[config.mk]
export PLATFORM = sky130hd
export DESIGN_NAME = ijps_ctrl
export DESIGN_NICKNAME = d
export VERILOG_FILES = /design/src/rtl/ijps_pkg.sv /design/src/rtl/ijps_ctrl.sv
export SDC_FILE = /design/constraint.sdc
export NUM_CORES = 1
export LEC_CHECK = 0
export ABC_AREA = 1
export BUFFER_PORTS_ARGS = -buffer_cell sky130_fd_sc_hd__buf_2
export CAP_MARGIN = 20
export CORE_AREA = 5 5 42 44
export DETAILED_ROUTE_END_ITERATION = 7
export DIE_AREA = 0 0 47 49
export SYNTH_ARGS = -nofsm -noshare
export SYNTH_HDL_FRONTEND = slang
export SYNTH_SLANG_ARGS = --single-unit
[constraint.sdc]
create_clock -name clk -period 1.11 [get_ports clk]
set_clock_uncertainty 0.05 [all_clocks]
set_input_delay 0.2775 -clock clk [delete_from_list [all_inputs] [get_ports clk]]
set_output_delay 0.2775 -clock clk [all_outputs]
set_load 0.01 [all_outputs]
[src/rtl/ijps_pkg.sv]
package ijps_pkg;

  localparam int MaxJobs = 64;
  localparam int AddrW = $clog2(MaxJobs);
  localparam int CntW = $clog2(MaxJobs + 1);

  localparam logic [7:0] RegIntervalStart = 8'd0;
  localparam logic [7:0] RegIntervalEnd = 8'd1;

  typedef struct packed {
    logic [15:0] job_id;
    logic [15:0] proc_time;
    logic [15:0] job_weight;
    logic [15:0] due_time;
    logic        last_job;
  } in_req_t;

  typedef struct packed {
    logic [15:0] out_job_id;
    logic [15:0] out_proc_time;
    logic [15:0] out_weight;
    logic [15:0] out_due_time;
    logic        last_out;
    logic [6:0]  begin_index;
  } out_req_t;

  typedef struct packed {
    logic [15:0] job_id;
    logic [15:0] proc_time;
    logic [15:0] job_weight;
    logic [15:0] due_time;
  } job_t;

  typedef struct packed {
    logic load;
    logic cmp;
    logic emit;
  } ctrl_cmd_t;

  typedef struct packed {
    logic scan_last;
    logic emit_last;
  } ctrl_sts_t;

endpackage

[src/rtl/ijps_ctrl.sv]
module ijps_ctrl (
  input  logic                clk,
  input  logic                rst_n,
  input  logic                accept,
  input  logic                last_job,
  input  ijps_pkg::ctrl_sts_t sts,
  output ijps_pkg::ctrl_cmd_t cmd,
  output logic                busy
);

  typedef enum logic [4:0] {
    S_IDLE = 5'b00001,
    S_READ = 5'b00010,
    S_MUL  = 5'b00100,
    S_CMP  = 5'b01000,
    S_EMIT = 5'b10000
  } state_t;

  state_t state_r, state_nxt;

  always_comb begin
    state_nxt = state_r;
    case (state_r)
      S_IDLE: if (accept && last_job) state_nxt = S_READ;
      S_READ: state_nxt = S_MUL;
      S_MUL:  state_nxt = S_CMP;
      S_CMP:  state_nxt = sts.scan_last ? S_EMIT : S_READ;
      S_EMIT: state_nxt = sts.emit_last ? S_IDLE : S_READ;
      default: state_nxt = S_IDLE;
    endcase
  end

  always_ff @(posedge clk) begin
    if (!rst_n) state_r <= S_IDLE;
    else state_r <= state_nxt;
  end

  assign busy = (state_r != S_IDLE);
  assign cmd.load = accept;
  assign cmd.cmp = (state_r == S_CMP);
  assign cmd.emit = (state_r == S_EMIT);

endmodule

Yosys cells after proc, flatten, opt, wreduce, memory -nomap -nowiden
Cells that the tools add are included.

storage, ports and cells
  flip-flop bits (word level) = 5
  logic and storage cells = 13

operators by class
  equal/unequal tests = 7
  mux-type cells = 4
  reductions and logical operators = 1

operator list
  operator              number
  $pmux W5 S5           1
  $mux W5               2
  $eq A5 B1 Y1 const B  1
  $eq A5 B2 Y1 const B  1
  $eq A5 B3 Y1 const B  1
  $eq A5 B4 Y1 const B  1
  $eq A5 B5 Y1 const B  1
  $ne A5 B1 Y1 const B  1
  $mux W2               1
  $ne A2 B2 Y1 const B  1
  $logic_and A1 B1 Y1   1

Longest topological paths before layout
  depth in word-level cells = 3
  depth in mapped cells = 7
  depth with buffers taken out = 7

Least setup slack after synthesis
No wires, ideal clock.

  path kind = register -> output
  start = reg state_r[2]
  end = out cmd[0] (netlist name)
  arrival = 0.739 ns
  slack = 0.043 ns
  stages on the path, launching flop included = 4
  path buffers = 0
  path through = dfxtp_1 > nor2_4 > nand2_1 > nor2_1

RTL lines
  item                    line             source
  from (decl)             ijps_ctrl.sv:19  state_t state_r, state_nxt;
  from (signal assigned)  ijps_ctrl.sv:35  else state_r <= state_nxt;
  to (decl)               ijps_ctrl.sv:7   output ijps_pkg::ctrl_cmd_t cmd,

==> impl_metrics.xml <==
<?xml version="1.0" encoding="UTF-8"?>
<metrics>
  <group name="cts">
    <metric name="cts-root-buf" unit="">sky130_fd_sc_hd__clkbuf_4</metric>
    <metric name="worst_skew_pair.late_latency" unit="ns">0.24</metric>
    <metric name="cts_buffer_count" unit="">3</metric>
    <metric name="clock_tree_from_tritoncts" unit="">yes</metric>
    <metric name="cts.path.max_buffers" unit="">2</metric>
    <metric name="tritoncts_num_sinks" unit="">5</metric>
    <metric name="clock_transition_time_at_the_flip_flop_clock_pins_of_the_worst_setup_and_hold_paths" unit="ns">0.04</metric>
    <metric name="cts_htree_levels" unit="">1</metric>
  </group>
  <group name="pwr">
    <metric name="power.switching_fraction" unit="%">32.9</metric>
    <metric name="share_seq_of_total_power" unit="%">32.9</metric>
    <metric name="intPower" unit="mW">0.472</metric>
    <metric name="p_leak" unit="nW">0.232</metric>
    <metric name="ir_drop_worst_vdd" unit="V">0.000605</metric>
    <metric name="power.density" unit="mW/mm^2">1460</metric>
    <metric name="power.net_switching" unit="mW">0.232</metric>
    <metric name="pwr-share-comb" unit="%">38.5</metric>
    <metric name="pwr-share-clk" unit="%">28.7</metric>
  </group>
  <group name="sta">
    <metric name="grt_setup_unrepaired" unit="">true</metric>
    <metric name="setup_violating_endpoint_count_in_the_final_report" unit="">5</metric>
    <metric name="post-route-min-period" unit="ns">1.35</metric>
    <metric name="fmax" unit="MHz">738</metric>
    <metric name="final_hold_viol_count" unit="">0</metric>
    <metric name="fin_worst_hold_slack" unit="ns">0.247</metric>
    <metric name="timing.final.crit_share" unit="%">122</metric>
    <metric name="maxSlewHeadroom" unit="%">89.6</metric>
    <metric name="post-route-worst-setup-slack" unit="ns">-0.244</metric>
    <metric name="worst-slew-pin-transition" unit="ns">0.155</metric>
    <metric name="drv_slew" unit="">0</metric>
  </group>
  <group name="final_layout">
    <metric name="nets" unit="">69</metric>
    <metric name="largest_register_ffs" unit="">5</metric>
    <metric name="layout_top_registers" unit="">state_r: 5 flops</metric>
    <metric name="top_register" unit="">state_r</metric>
    <metric name="final_layout_size_suffix_gt1_share" unit="%">56.5</metric>
    <metric name="final.fill_count" unit="">158</metric>
    <metric name="regArea" unit="sq um">110</metric>
    <metric name="layout-area-overhead-vs-synth" unit="%">68.6</metric>
    <metric name="commonest_cells_after_routing_fill_and_taps_aside" unit="">sky130_fd_sc_hd__buf_4, sky130_fd_sc_hd__buf_2, sky130_fd_sc_hd__inv_1, sky130_fd_sc_hd__nand2_1</metric>
    <metric name="final_common_cell" unit="">sky130_fd_sc_hd__buf_4</metric>
    <metric name="footprint_of_the_multi_input_gates" unit="sq um">174</metric>
    <metric name="antennaDiodeCount" unit="">0</metric>
  </group>
  <group name="critical_path">
    <metric name="critical_path_peak_fanout" unit="">4</metric>
    <metric name="cp_data_arrival_time" unit="ns">1.03</metric>
    <metric name="regToRegSetupSlack" unit="ns">-0.11</metric>
    <metric name="worst_setup_path_end_kind" unit="">output pin</metric>
    <metric name="r2r-end" unit="">state_r[1]</metric>
    <metric name="worstPathRequired" unit="ns">0.78</metric>
    <metric name="timing.critical_path.from" unit="">state_r[2]</metric>
    <metric name="critical_path.startpoint_type" unit="">flop</metric>
    <metric name="critical_path.reg2reg.startpoint" unit="">state_r[3]</metric>
    <metric name="path_class" unit="">reg -&gt; out</metric>
    <metric name="worst_r2r_path_depth" unit="">9</metric>
  </group>
  <group name="min_path">
    <metric name="hold-path-endpoint" unit="">state_r[4]</metric>
    <metric name="worst_hold_path.num_cells" unit="">3</metric>
    <metric name="hold_path.startpoint" unit="">sts[1]</metric>
    <metric name="min-delay-path-class" unit="">in -&gt; reg</metric>
  </group>
  <group name="placed_design">
    <metric name="portBuffers" unit="">9</metric>
    <metric name="dp_slack" unit="ns">-0.0955</metric>
    <metric name="place.gp.congestion" unit="">0.712</metric>
    <metric name="dp.final_hpwl" unit="um">549</metric>
  </group>
  <group name="synthesis">
    <metric name="synth.area.top_cells" unit="">sky130_fd_sc_hd__dfxtp_1, sky130_fd_sc_hd__inv_1, sky130_fd_sc_hd__nand2_1</metric>
    <metric name="ys_seq_elements" unit="">5</metric>
    <metric name="synthesis.area_per_instance" unit="sq um">6.66</metric>
    <metric name="syn_area" unit="sq um">287</metric>
    <metric name="synth_seq_area_share" unit="%">34.9</metric>
    <metric name="synthesis.yosys.warnings" unit="">0</metric>
    <metric name="yosysUniqueCellTypes" unit="">14</metric>
    <metric name="synth.top_cell.area_share" unit="%">34.9</metric>
    <metric name="synth_nets" unit="">49</metric>
    <metric name="synthesis.instances" unit="">43</metric>
    <metric name="synth_largest_area_cell" unit="">sky130_fd_sc_hd__dfxtp_1</metric>
  </group>
  <group name="global_route">
    <metric name="global_route_wire_length_before_repair" unit="mm">1.22</metric>
    <metric name="maximum_number_of_pins_on_one_net_before_global_route_repair" unit="">7</metric>
    <metric name="via_count_of_the_first_global_routing_pass" unit="">324</metric>
    <metric name="track_usage" unit="%">7.82</metric>
    <metric name="grt_overflow" unit="">0</metric>
    <metric name="antenna_violations_before_repair" unit="">0</metric>
  </group>
  <group name="drt">
    <metric name="route.detailed.vias_per_inst" unit="">4.19</metric>
    <metric name="dr.pass1.iters" unit="">2</metric>
    <metric name="drt.antenna.violating_nets" unit="">0</metric>
    <metric name="residual_drc" unit="">0</metric>
    <metric name="drt-wirelength-per-cell" unit="um">9.32</metric>
    <metric name="dr_total_vias" unit="">327</metric>
    <metric name="drt_first_iter_violations" unit="">1</metric>
    <metric name="routed_wl" unit="um">727</metric>
  </group>
  <group name="floorplan">
    <metric name="rows" unit="">14</metric>
    <metric name="floorplan.die.height" unit="um">49</metric>
    <metric name="die-width" unit="um">47</metric>
    <metric name="start_util" unit="%">20.4</metric>
    <metric name="fp.coreArea" unit="sq mm">0.00140</metric>
    <metric name="design.die.area" unit="sq mm">0.00230</metric>
    <metric name="num_io_pins" unit="">10</metric>
  </group>
  <group name="flow_run">
    <metric name="max_cap_viol_count" unit="">0</metric>
  </group>
  <group name="status">
    <metric name="violations" unit="">setup timing</metric>
    <metric name="outcome" unit="">finished, violations left</metric>
  </group>
</metrics>
-- synthesized netlist by cell type, drive strengths merged --
library cell	count
dfxtp	5
nor3	3
inv	9
nand4	2
buf	1
nor2	8
nand3	5
o21ai	1
a21oi	2
a21o	1
nand2	6
-- worst max path at each step --
| stage | end | cells past startpoint |
|---|---|---|
| after floorplan | cmd[0] | 3 |
| after global placement | cmd[0] | 4 |
| after detailed placement | cmd[0] | 4 |
| after CTS | cmd[0] | 4 |
| after global routing | cmd[0] | 4 |
| final | cmd[0] | 4 |
-- final cells by class --
cell class / instances / area share, %
Clock buffer: 4 / 5.44
Inverter: 9 / 7.51
Multi-Input combinational cell: 28 / 36.0
Sequential cell: 5 / 22.8
Tap cell: 16 / 4.15
Timing Repair Buffer: 16 / 24.1
-- through the flow --
step / setup TNS (ns) / area, sq um / util, % / std cells / total power [mW]
2_1_floorplan: 0 / 287 / - / 43 / 0.362
3_3_place_gp: -0.116 / 352 / 25.1 / 68 / 0.411
3_5_place_dp: -0.156 / 352 / 25.1 / 68 / 0.413
4_1_cts: -0.949 / 459 / 32.8 / 79 / 0.714
5_1_grt: -1.21 / 483 / 34.5 / 78 / 0.755
6_report: -0.793 / 483 / 34.5 / 78 / 0.704
-- critical path, stage by stage (launching register included) --
cell                      delay, ns
sky130_fd_sc_hd__dfxtp_4       0.36
sky130_fd_sc_hd__nor2_4        0.14
sky130_fd_sc_hd__nand2_2       0.09
sky130_fd_sc_hd__nor2_4        0.10
sky130_fd_sc_hd__buf_6         0.11
-- kinds of logic (layout without fill, tap and decap cells) --
family                 count (synthesis)  after routing  share of synthesized area [%]
AOI/OAI and AO/OA                      4              4                           7.86
buffers and inverters                 10             29                           14.4
and+or+nand+nor                       24             24                           42.8
DFF                                    5              5                           34.9
-- repair_timing --
item | 4_1_cts | 5_1_grt
setup buffers | 7 | 0
gates resized for setup | 13 | 8
pin swaps | 4 | 4
gates cloned | 0 | 0
hold buffers | 0 | 0
setup endpoints to repair | 3 | 5
-- metal layers --
layer	vias up	track usage, %	wire length, um
met5	-	0	0
met3	2	3.32	49
met1	146	8.59	314
met2	6	10.9	352
met4	0	6.91	10
li1	173	-	-
-- power by group through the flow --
stage | logic [mW] | clock network (mW) | registers (mW)
final | 0.271 | 0.202 | 0.231
after global routing | 0.299 | 0.223 | 0.232
after CTS | 0.267 | 0.216 | 0.232
after detailed placement | 0.190 | 0 | 0.223
after global placement | 0.190 | 0 | 0.222
after floorplan | 0.142 | 0 | 0.221
Power figures use the tool's default switching activity.
